<file path="src/hw/rtl/assert_macros.svh">
// Assertion macros shared by the RTL of the wakeup queue.
// Included by modules that check their own behavior; no other dependencies.
`ifndef ASSERT_MACROS_SVH
`define ASSERT_MACROS_SVH

`ifndef SYNTHESIS

// Checks a property on each rising clock edge, idle during reset.
`define ASSERT_PROP(name, clk, rstn, prop) \
  name: assert property (@(posedge clk) disable iff (!(rstn)) (prop)) \
    else $error("%m: assertion failed");

// Checks that an expression is never true on a clock edge outside reset.
`define ASSERT_NEVER(name, clk, rstn, expr) \
  name: assert property (@(posedge clk) disable iff (!(rstn)) !(expr)) \
    else $error("%m: forbidden condition seen");

`else

`define ASSERT_PROP(name, clk, rstn, prop)
`define ASSERT_NEVER(name, clk, rstn, expr)

`endif

`endif

</file>
<file path="src/hw/rtl/dtwq_pkg.sv">
// Types and constants of the delayed task wakeup queue.
// Used by the controller, the datapath and the top level; no dependencies.
`default_nettype none

package dtwq_pkg;

  localparam int KIND_W = 2;
  localparam int TASK_W = 5;
  localparam int DL_W = 32;
  localparam int NOW_W = 31;
  localparam int MAX_RESULTS = 32;
  localparam int CNT_W = $clog2(MAX_RESULTS + 1);

  localparam logic [NOW_W-1:0] NOW_MAX = {NOW_W{1'b1}};
  localparam logic signed [DL_W-1:0] DL_MAX = {1'b0, {(DL_W - 1){1'b1}}};
  localparam logic signed [DL_W-1:0] DL_MIN = {1'b1, {(DL_W - 1){1'b0}}};

  typedef enum logic [KIND_W-1:0] {
    KIND_QUERY = 2'd0,
    KIND_REL   = 2'd1,
    KIND_ABS   = 2'd2,
    KIND_TICK  = 2'd3
  } kind_e;

  typedef enum logic [2:0] {
    ST_IDLE,
    ST_QUERY,
    ST_TICK,
    ST_REMOVE,
    ST_INSERT,
    ST_RELEASE
  } state_e;

  // Commands from the controller to the datapath.
  typedef struct packed {
    logic load_item;
    logic tick;
    logic remove;
    logic insert;
    logic emit_query;
    logic emit_wake;
    logic last;
  } cmd_t;

  // Status from the datapath to the controller.
  typedef struct packed {
    kind_e in_kind;
    logic  in_task_ok;
    logic  head_due;
    logic  next_due;
    logic  out_free;
  } status_t;

endpackage

`default_nettype wire

</file>
<file path="src/hw/rtl/delayed_task_wakeup_queue_core.sv">
// Top level of the delayed task wakeup queue.
// Depends on dtwq_pkg, dtwq_ctrl, dtwq_datapath and assert_macros.svh.
//
// The block keeps a tick counter and a queue of sleeping tasks sorted by wake
// deadline. Input items arrive on the in_valid_i/in_stall_o channel: a time
// query, a relative delay, an absolute delay or a timer tick. Results leave on
// the out_valid_o/out_stall_i channel, one item per result, and last_o marks
// the final result caused by an input item. A tick or delay that wakes no task
// gives no result at all.
// An input item is worked on alone: after it is accepted the input stays
// stalled while the sequencer goes through ST_QUERY (time query), ST_TICK
// (tick) or ST_REMOVE and ST_INSERT (delay, unless from a task beyond the
// slots) and then ST_RELEASE, which writes the first result unless ST_QUERY
// did. It waits while a result waits on the receiver and else does one queue
// operation per cycle (remove, insert or pop of the head). At most 32 results
// come from one item; due tasks left over go out with the next item.
// When the receiver stalls, the output register holds its result and the
// sequencer waits with the next one; after the last result of an item, the
// sequencer passes ST_RELEASE to ST_IDLE, where the next item can be accepted.
// Reset clears the tick count to zero and empties the queue; no result is
// pending after reset and the block is ready for input at once.
`default_nettype none

`include "assert_macros.svh"

module delayed_task_wakeup_queue_core import dtwq_pkg::*; #(
  parameter int TASK_SLOTS = 32
) (
  input  wire logic                   clk_i,
  input  wire logic                   rst_ni,
  input  wire logic                   in_valid_i,
  output logic                        in_stall_o,
  input  wire logic [KIND_W-1:0]      kind_i,
  input  wire logic [TASK_W-1:0]      task_id_i,
  input  wire logic signed [DL_W-1:0] tick_amount_i,
  output logic                        out_valid_o,
  input  wire logic                   out_stall_i,
  output logic                        result_kind_o,
  output logic [TASK_W-1:0]           target_task_o,
  output logic [NOW_W-1:0]            time_value_o,
  output logic                        last_o
);

  cmd_t    cmd;
  status_t status;

  dtwq_ctrl u_ctrl (
    .clk_i      (clk_i),
    .rst_ni     (rst_ni),
    .in_valid_i (in_valid_i),
    .in_stall_o (in_stall_o),
    .status_i   (status),
    .cmd_o      (cmd)
  );

  dtwq_datapath #(
    .TASK_SLOTS (TASK_SLOTS)
  ) u_datapath (
    .clk_i         (clk_i),
    .rst_ni        (rst_ni),
    .kind_i        (kind_i),
    .task_id_i     (task_id_i),
    .tick_amount_i (tick_amount_i),
    .cmd_i         (cmd),
    .status_o      (status),
    .out_stall_i   (out_stall_i),
    .out_valid_o   (out_valid_o),
    .result_kind_o (result_kind_o),
    .target_task_o (target_task_o),
    .time_value_o  (time_value_o),
    .last_o        (last_o)
  );

  // The sequencer is busy in the cycle after it takes an item.
  `ASSERT_PROP(a_busy_after_accept, clk_i, rst_ni, (in_valid_i && !in_stall_o) |=> in_stall_o)

  // A new item is only taken once the pending result closes the previous one.
  `ASSERT_PROP(a_accept_after_last, clk_i, rst_ni, (in_valid_i && !in_stall_o && out_valid_o) |-> last_o)

  // The sequencer issues at most one datapath operation per cycle.
  `ASSERT_PROP(a_one_cmd, clk_i, rst_ni, $onehot0({cmd.load_item, cmd.tick, cmd.remove, cmd.insert, cmd.emit_query, cmd.emit_wake}))

endmodule

`default_nettype wire

</file>
<file path="src/hw/rtl/dtwq_ctrl.sv">
// Sequencer of the delayed task wakeup queue.
// Depends on dtwq_pkg; drives the datapath through cmd_t and reads status_t.
`default_nettype none

module dtwq_ctrl import dtwq_pkg::*; (
  input  wire logic    clk_i,
  input  wire logic    rst_ni,
  input  wire logic    in_valid_i,
  output logic         in_stall_o,
  input  wire status_t status_i,
  output cmd_t         cmd_o
);

  state_e state_q, state_d;
  logic [CNT_W-1:0] count_q, count_d;
  logic room;
  logic room_after;

  always_ff @(posedge clk_i or negedge rst_ni) begin
    if (!rst_ni) begin
      state_q <= ST_IDLE;
      count_q <= '0;
    end else begin
      state_q <= state_d;
      count_q <= count_d;
    end
  end

  assign room       = (count_q < CNT_W'(MAX_RESULTS));
  assign room_after = (count_q < CNT_W'(MAX_RESULTS - 1));
  assign in_stall_o = (state_q != ST_IDLE);

  always_comb begin
    state_d = state_q;
    count_d = count_q;
    cmd_o   = '0;
    case (state_q)
      ST_IDLE: begin
        if (in_valid_i) begin
          cmd_o.load_item = 1'b1;
          count_d = '0;
          case (status_i.in_kind)
            KIND_QUERY: state_d = ST_QUERY;
            KIND_REL, KIND_ABS: state_d = status_i.in_task_ok ? ST_REMOVE : ST_RELEASE;
            KIND_TICK: state_d = ST_TICK;
            default: state_d = ST_RELEASE;
          endcase
        end
      end
      ST_QUERY: begin
        if (status_i.out_free) begin
          cmd_o.emit_query = 1'b1;
          cmd_o.last = !(status_i.head_due && room_after);
          count_d = count_q + CNT_W'(1);
          state_d = ST_RELEASE;
        end
      end
      ST_TICK: begin
        cmd_o.tick = 1'b1;
        state_d = ST_RELEASE;
      end
      ST_REMOVE: begin
        cmd_o.remove = 1'b1;
        state_d = ST_INSERT;
      end
      ST_INSERT: begin
        cmd_o.insert = 1'b1;
        state_d = ST_RELEASE;
      end
      ST_RELEASE: begin
        if (status_i.head_due && room) begin
          if (status_i.out_free) begin
            cmd_o.emit_wake = 1'b1;
            cmd_o.last = !(status_i.next_due && room_after);
            count_d = count_q + CNT_W'(1);
          end
        end else begin
          state_d = ST_IDLE;
        end
      end
      default: state_d = ST_IDLE;
    endcase
  end

endmodule

`default_nettype wire

</file>
<file path="src/hw/rtl/dtwq_datapath.sv">
// Datapath of the delayed task wakeup queue: tick counter, sorted row of
// queue cells and the result register. Depends on dtwq_pkg.
`default_nettype none

module dtwq_datapath import dtwq_pkg::*; #(
  parameter int TASK_SLOTS = 32
) (
  input  wire logic                   clk_i,
  input  wire logic                   rst_ni,
  input  wire logic [KIND_W-1:0]      kind_i,
  input  wire logic [TASK_W-1:0]      task_id_i,
  input  wire logic signed [DL_W-1:0] tick_amount_i,
  input  wire cmd_t                   cmd_i,
  output status_t                     status_o,
  input  wire logic                   out_stall_i,
  output logic                        out_valid_o,
  output logic                        result_kind_o,
  output logic [TASK_W-1:0]           target_task_o,
  output logic [NOW_W-1:0]            time_value_o,
  output logic                        last_o
);

  localparam int SLOT_W = (TASK_SLOTS > 1) ? $clog2(TASK_SLOTS) : 1;

  logic [NOW_W-1:0] now_q, now_d;
  logic [TASK_W-1:0] item_task_q;
  logic signed [DL_W-1:0] item_dl_q, item_dl_d;
  logic signed [DL_W-1:0] now_s;
  logic signed [DL_W+1:0] rel_sum;

  // Queue cells, kept sorted by deadline with older entries first on ties.
  logic [TASK_SLOTS-1:0] valid_q, valid_d;
  logic signed [DL_W-1:0] dl_q [TASK_SLOTS];
  logic signed [DL_W-1:0] dl_d [TASK_SLOTS];
  logic [TASK_W-1:0] tid_q [TASK_SLOTS];
  logic [TASK_W-1:0] tid_d [TASK_SLOTS];

  logic [TASK_SLOTS-1:0] match;
  logic [TASK_SLOTS-1:0] le;
  logic [SLOT_W-1:0] rm_pos;
  logic any_match;

  logic out_valid_q;
  logic result_kind_q;
  logic [TASK_W-1:0] target_task_q;
  logic [NOW_W-1:0] time_value_q;
  logic last_q;
  logic out_free;
  logic emit;

  assign now_s = $signed({1'b0, now_q});

  // Relative deadline with saturation to the signed 32-bit range.
  assign rel_sum = $signed({3'b000, now_q}) + $signed({{2{tick_amount_i[DL_W-1]}}, tick_amount_i});

  always_comb begin
    if (kind_i == KIND_REL) begin
      if (rel_sum[DL_W+1:DL_W-1] == 3'b000 || rel_sum[DL_W+1:DL_W-1] == 3'b111) begin
        item_dl_d = rel_sum[DL_W-1:0];
      end else begin
        item_dl_d = rel_sum[DL_W+1] ? DL_MIN : DL_MAX;
      end
    end else begin
      item_dl_d = tick_amount_i;
    end
  end

  always_ff @(posedge clk_i) begin
    if (cmd_i.load_item) begin
      item_task_q <= task_id_i;
      item_dl_q   <= item_dl_d;
    end
  end

  always_comb begin
    now_d = now_q;
    if (cmd_i.tick && now_q != NOW_MAX) begin
      now_d = now_q + NOW_W'(1);
    end
  end

  always_comb begin
    rm_pos = '0;
    for (int i = 0; i < TASK_SLOTS; i++) begin
      match[i] = valid_q[i] && (tid_q[i] == item_task_q);
      le[i]    = valid_q[i] && (dl_q[i] <= item_dl_q);
      if (match[i]) begin
        rm_pos = rm_pos | SLOT_W'(i);
      end
    end
    any_match = |match;
  end

  assign out_free = !out_valid_q || !out_stall_i;
  assign emit     = cmd_i.emit_query || cmd_i.emit_wake;

  always_comb begin
    valid_d = valid_q;
    for (int i = 0; i < TASK_SLOTS; i++) begin
      dl_d[i]  = dl_q[i];
      tid_d[i] = tid_q[i];
    end
    if (cmd_i.remove && any_match) begin
      // Close the gap left by the replaced entry.
      for (int i = 0; i < TASK_SLOTS - 1; i++) begin
        if (SLOT_W'(i) >= rm_pos) begin
          valid_d[i] = valid_q[i+1];
          dl_d[i]    = dl_q[i+1];
          tid_d[i]   = tid_q[i+1];
        end
      end
      valid_d[TASK_SLOTS-1] = 1'b0;
    end else if (cmd_i.insert) begin
      // New entry goes behind every entry due no later than it.
      if (!le[0]) begin
        valid_d[0] = 1'b1;
        dl_d[0]    = item_dl_q;
        tid_d[0]   = item_task_q;
      end
      for (int i = 1; i < TASK_SLOTS; i++) begin
        if (!le[i]) begin
          if (le[i-1]) begin
            valid_d[i] = 1'b1;
            dl_d[i]    = item_dl_q;
            tid_d[i]   = item_task_q;
          end else begin
            valid_d[i] = valid_q[i-1];
            dl_d[i]    = dl_q[i-1];
            tid_d[i]   = tid_q[i-1];
          end
        end
      end
    end else if (cmd_i.emit_wake) begin
      for (int i = 0; i < TASK_SLOTS - 1; i++) begin
        valid_d[i] = valid_q[i+1];
        dl_d[i]    = dl_q[i+1];
        tid_d[i]   = tid_q[i+1];
      end
      valid_d[TASK_SLOTS-1] = 1'b0;
    end
  end

  always_ff @(posedge clk_i or negedge rst_ni) begin
    if (!rst_ni) begin
      now_q       <= '0;
      valid_q     <= '0;
      out_valid_q <= 1'b0;
    end else begin
      now_q   <= now_d;
      valid_q <= valid_d;
      if (emit) begin
        out_valid_q <= 1'b1;
      end else if (!out_stall_i) begin
        out_valid_q <= 1'b0;
      end
    end
  end

  always_ff @(posedge clk_i) begin
    for (int i = 0; i < TASK_SLOTS; i++) begin
      dl_q[i]  <= dl_d[i];
      tid_q[i] <= tid_d[i];
    end
    if (emit) begin
      result_kind_q <= cmd_i.emit_wake;
      target_task_q <= cmd_i.emit_wake ? tid_q[0] : item_task_q;
      time_value_q  <= now_q;
      last_q        <= cmd_i.last;
    end
  end

  assign status_o.in_kind    = kind_e'(kind_i);
  assign status_o.in_task_ok = ({{(32 - TASK_W){1'b0}}, task_id_i} < 32'(TASK_SLOTS));
  assign status_o.head_due   = valid_q[0] && (dl_q[0] <= now_s);
  assign status_o.next_due   = valid_q[1] && (dl_q[1] <= now_s);
  assign status_o.out_free   = out_free;

  assign out_valid_o   = out_valid_q;
  assign result_kind_o = result_kind_q;
  assign target_task_o = target_task_q;
  assign time_value_o  = time_value_q;
  assign last_o        = last_q;

endmodule

`default_nettype wire

</file>
<file path="config.mk">
export PLATFORM = sky130hd
export DESIGN_NAME = delayed_task_wakeup_queue_core
export DESIGN_NICKNAME = d
export VERILOG_FILES = /design/src/hw/rtl/dtwq_pkg.sv /design/src/hw/rtl/delayed_task_wakeup_queue_core.sv /design/src/hw/rtl/dtwq_ctrl.sv /design/src/hw/rtl/dtwq_datapath.sv
export VERILOG_INCLUDE_DIRS = /design/src /design/src/hw/rtl
export SDC_FILE = /design/constraint.sdc
export NUM_CORES = 2
export LEC_CHECK = 0
export ABC_AREA = 0
export BUFFER_PORTS_ARGS = -buffer_cell sky130_fd_sc_hd__buf_2
export CAP_MARGIN = 30
export CORE_AREA = 2 2 460 462
export DETAILED_ROUTE_END_ITERATION = 8
export DIE_AREA = 0 0 462 464
export GPL_ROUTABILITY_DRIVEN = 0
export PLACE_DENSITY = 0.61
export SLEW_MARGIN = 20
export SYNTH_ARGS = -nofsm -noshare
export SYNTH_HDL_FRONTEND = slang
export SYNTH_SLANG_ARGS = --single-unit
</file>
<file path="constraint.sdc">
create_clock -name clk_i -period 6.5 [get_ports clk_i]
set_input_delay 0.65 -clock clk_i [delete_from_list [all_inputs] [get_ports clk_i]]
set_output_delay 0.65 -clock clk_i [all_outputs]
set_load 0.05 [all_outputs]
</file>
==> reports/qor.yml <==
grt_first_pass_wirelength_mm: 485
worst_path_max_delay_cell: "edfxtp_1"
layout-drive-gt1-share_pct: 7.94
arrival_ps: 5690
synth_cell_type_count: 92
startpoint: "u_datapath.item_task_q[4]"
die_w_um: 462
start_kind: "flip-flop"
clockBufferDepth: 3
yosysSeqAreaShare_pct: 42.3
syn-num-nets: 10400
status: "finished, final reports clean"
synth_area_per_cell_um2: 10.2
ir_drop_uv: 382
viasPerCell: 6.28
dp_cells: 11800
power_density_mw_per_mm2: 581
worst-r2r-cell-count: 12
insertion_delay_ps: 840
drcViolationCount: 0
relSlewSlack_pct: 17.4
fin_area_mm2: 0.104
report.power.total_mw: 60.2
post_cts_buffers: 0
dieArea_mm2: 0.214
end_kind: "flip-flop"
ctsRootBufferMaster: "clkbuf_16"
cp-endpoint: "u_datapath.dl_q[1][210]"
synthFlopType: "edfxtp_1"
grt_setup_unrepaired: "no"
routed-via-count: 75900
holdCritPathClass: "in -> reg"
ios: 83
clock_sinks: 1332
maxCapViolCount: 0
clk_pin_slew_ps: 60
max_freq_mhz: 193
ys_ff_latch: 1332
place_area_mm2: 0.0981
ctsHoldBuffers: 4
worstMarginPinSlew_ps: 1240
drt_iter0_drc: 7589
nets: 10300
row_count: 168
wirelength_mm: 327
drt.antenna.violating_nets: 0
cpMostUsedCell: "buf_4"
clock_skew_ps: 32.7
tritoncts: "built"
r2r-start: "u_datapath.item_task_q[4]"
max_stage_delay_ps: 920
drv_slew: 0
required_ps: 7000
initial_utilization_pct: 44.8
crit_chain: "buf_4 > xor2_1 > nor4_1 > and3_1 > nor4_1 > nand4_2 > o31ai_2 > nor3b_4 > buf_4 > nor2_1 > o21a_1 > buf_4"
final_cells: 12100
grt_start_max_net_pins: 284
grt_use_total_pct: 29.8
avgRoutedWirePerCell_um: 27.1
die_h_um: 464
fin_crit_ps: 5190
yosys_warnings: 0
netlist_instances: 9214
critical_path_peak_fanout: 37
first_global_vias: 74900
report.final.hold_viol_count: 0
htree_levels: 4
syn_to_final_growth_pct: 10.4
port_buffers: 82
cts_buffers: 162
power.leakage_nw: 45.7
hpwl_mm: 236
overflow: 0
postLayoutCoreUtil_pct: 49.5
synth_edf_count: 1259
drt_pass1_iterations: 6
antenna_found_initial: 16
min_from: "task_id_i[3]"
r2r-end: "u_datapath.dl_q[1][210]"
tns_ps: 0
period_share_pct: 79.9
critPathKind: "reg -> reg"
setup_viol: 0
ff2ff_setup_slack_ps: 1310
synth_area_mm2: 0.0938
async_flop_share_pct: 5.48
cts_resized: 0
coreArea_mm2: 0.209
-- worst max-delay path: cells and delay by family, from the launching register on --
kind	cells	cell delay [ps]
AOI/OAI and AO/OA	2	430
xor gates and xnor gates	1	200
buffers and inverters	3	1140
DFF	1	920
and+or+nand+nor	6	2090
-- how the worst min path moves through the flow --
stage                                 to  depth (start not counted)
6_report       u_datapath.item_task_q[3]                          1
5_1_grt        u_datapath.item_task_q[3]                          1
4_1_cts        u_datapath.item_task_q[3]                          1
3_5_place_dp       u_datapath.valid_q[5]                          2
3_3_place_gp       u_datapath.valid_q[5]                          2
2_1_floorplan          u_ctrl.count_q[0]                          0
-- registers in the layout, summed over array words and instances (netlist names) --
name / count
u_datapath.time_value_o: 31
u_datapath.item_dl_q: 32
u_datapath.last_o: 1
u_datapath.target_task_o: 5
u_datapath.valid_q: 32
u_datapath.tid_q: 160
u_datapath.out_valid_o: 1
u_ctrl.state_q: 3
u_datapath.item_task_q: 5
u_datapath.dl_q: 1024
u_datapath.now_q: 31
u_datapath.result_kind_o: 1
u_ctrl.count_q: 6
-- layout make-up --
| type | count | area, um^2 |
|---|---|---|
| Inverter | 163 | 612 |
| Clock inverter | 79 | 772 |
| Antenna cell | 8 | 20.0 |
| Timing Repair Buffer | 311 | 2740 |
| Multi-Input combinational cell | 7170 | 51700 |
| Clock buffer | 219 | 4510 |
| Sequential cell | 1332 | 39600 |
| Tap cell | 2805 | 3510 |
| Fill cell | 19100 | 106000 |
-- cells by family after synthesis --
group / Yosys count / synth area share [%]
compound gates: 2368 / 14.6
xor+xnor: 223 / 2.08
simple gates: 2375 / 11.3
mux: 1084 / 11.6
flops: 1332 / 42.3
buf+inv: 712 / 3.14
fa+ha+maj: 1120 / 15.0
-- cell usage after synthesis (16+ instances only) --
master	n	area (um^2)
clkbuf_1	408	1530
ha_1	1119	14000
edfxtp_1	1259	37800
dfrtp_1	73	1830
xnor2_1	100	876
a211oi_1	43	323
nand4_1	218	1360
mux2i_1	1026	10300
xor2_1	123	1080
a211o_1	18	158
buf_4	16	120
a221oi_1	16	140
nand3_1	130	651
nor2b_1	63	394
buf_1	32	120
nand2_1	1366	5130
buf_2	80	400
o211ai_1	66	495
nor3_1	72	360
a21oi_1	420	2100
mux2_2	55	619
and4_1	26	228
inv_1	163	612
nor2_1	301	1130
o21ai_1	18	90.1
and3_1	38	238
a21o_1	281	2110
nor4_1	54	338
o21ai_0	1279	6400
a31oi_1	24	150
o21a_1	57	428
nand2b_1	36	225
-- power breakdown --
group	switching (mW)	internal, mW
Sequential	5.29	17.0
Clock	3.94	5.36
Combinational	17.7	10.9
Total	26.9	33.2
-- placed cells by master (no fill, tap or decap), types with 70 or more instances in the layout --
| cell type | count |
|---|---|
| mux2i_1 | 1026 |
| nor2_1 | 291 |
| clkbuf_16 | 167 |
| xor2_1 | 123 |
| dfrtp_1 | 73 |
| buf_4 | 173 |
| inv_1 | 132 |
| a21oi_1 | 410 |
| o21ai_0 | 1274 |
| nand4_1 | 218 |
| nand3_1 | 130 |
| buf_2 | 84 |
| nand2_1 | 1360 |
| xnor2_1 | 100 |
| nor3_1 | 70 |
| edfxtp_1 | 1259 |
| ha_1 | 1119 |
| a21o_1 | 281 |
-- per-layer routing --
metal  global-route usage, %  wire, um  vias to the layer above
met3                    5.85     24400                      863
met2                    48.0    152000                     3149
met5                       0        55                        -
met1                    38.4    134000                    37500
met4                    13.9     16700                        8
li1                        -         -                    34400
-- through the flow --
stage / setup slack (ps) / hold WS [ps]
final: 1310 / 50.1
after global routing: 1110 / 20.5
after CTS: 1420 / 7.06
after detailed placement: 1470 / 476
after global placement: 666 / 462
after floorplan: 13.1 / 354
(Power assumes the default switching activity.)
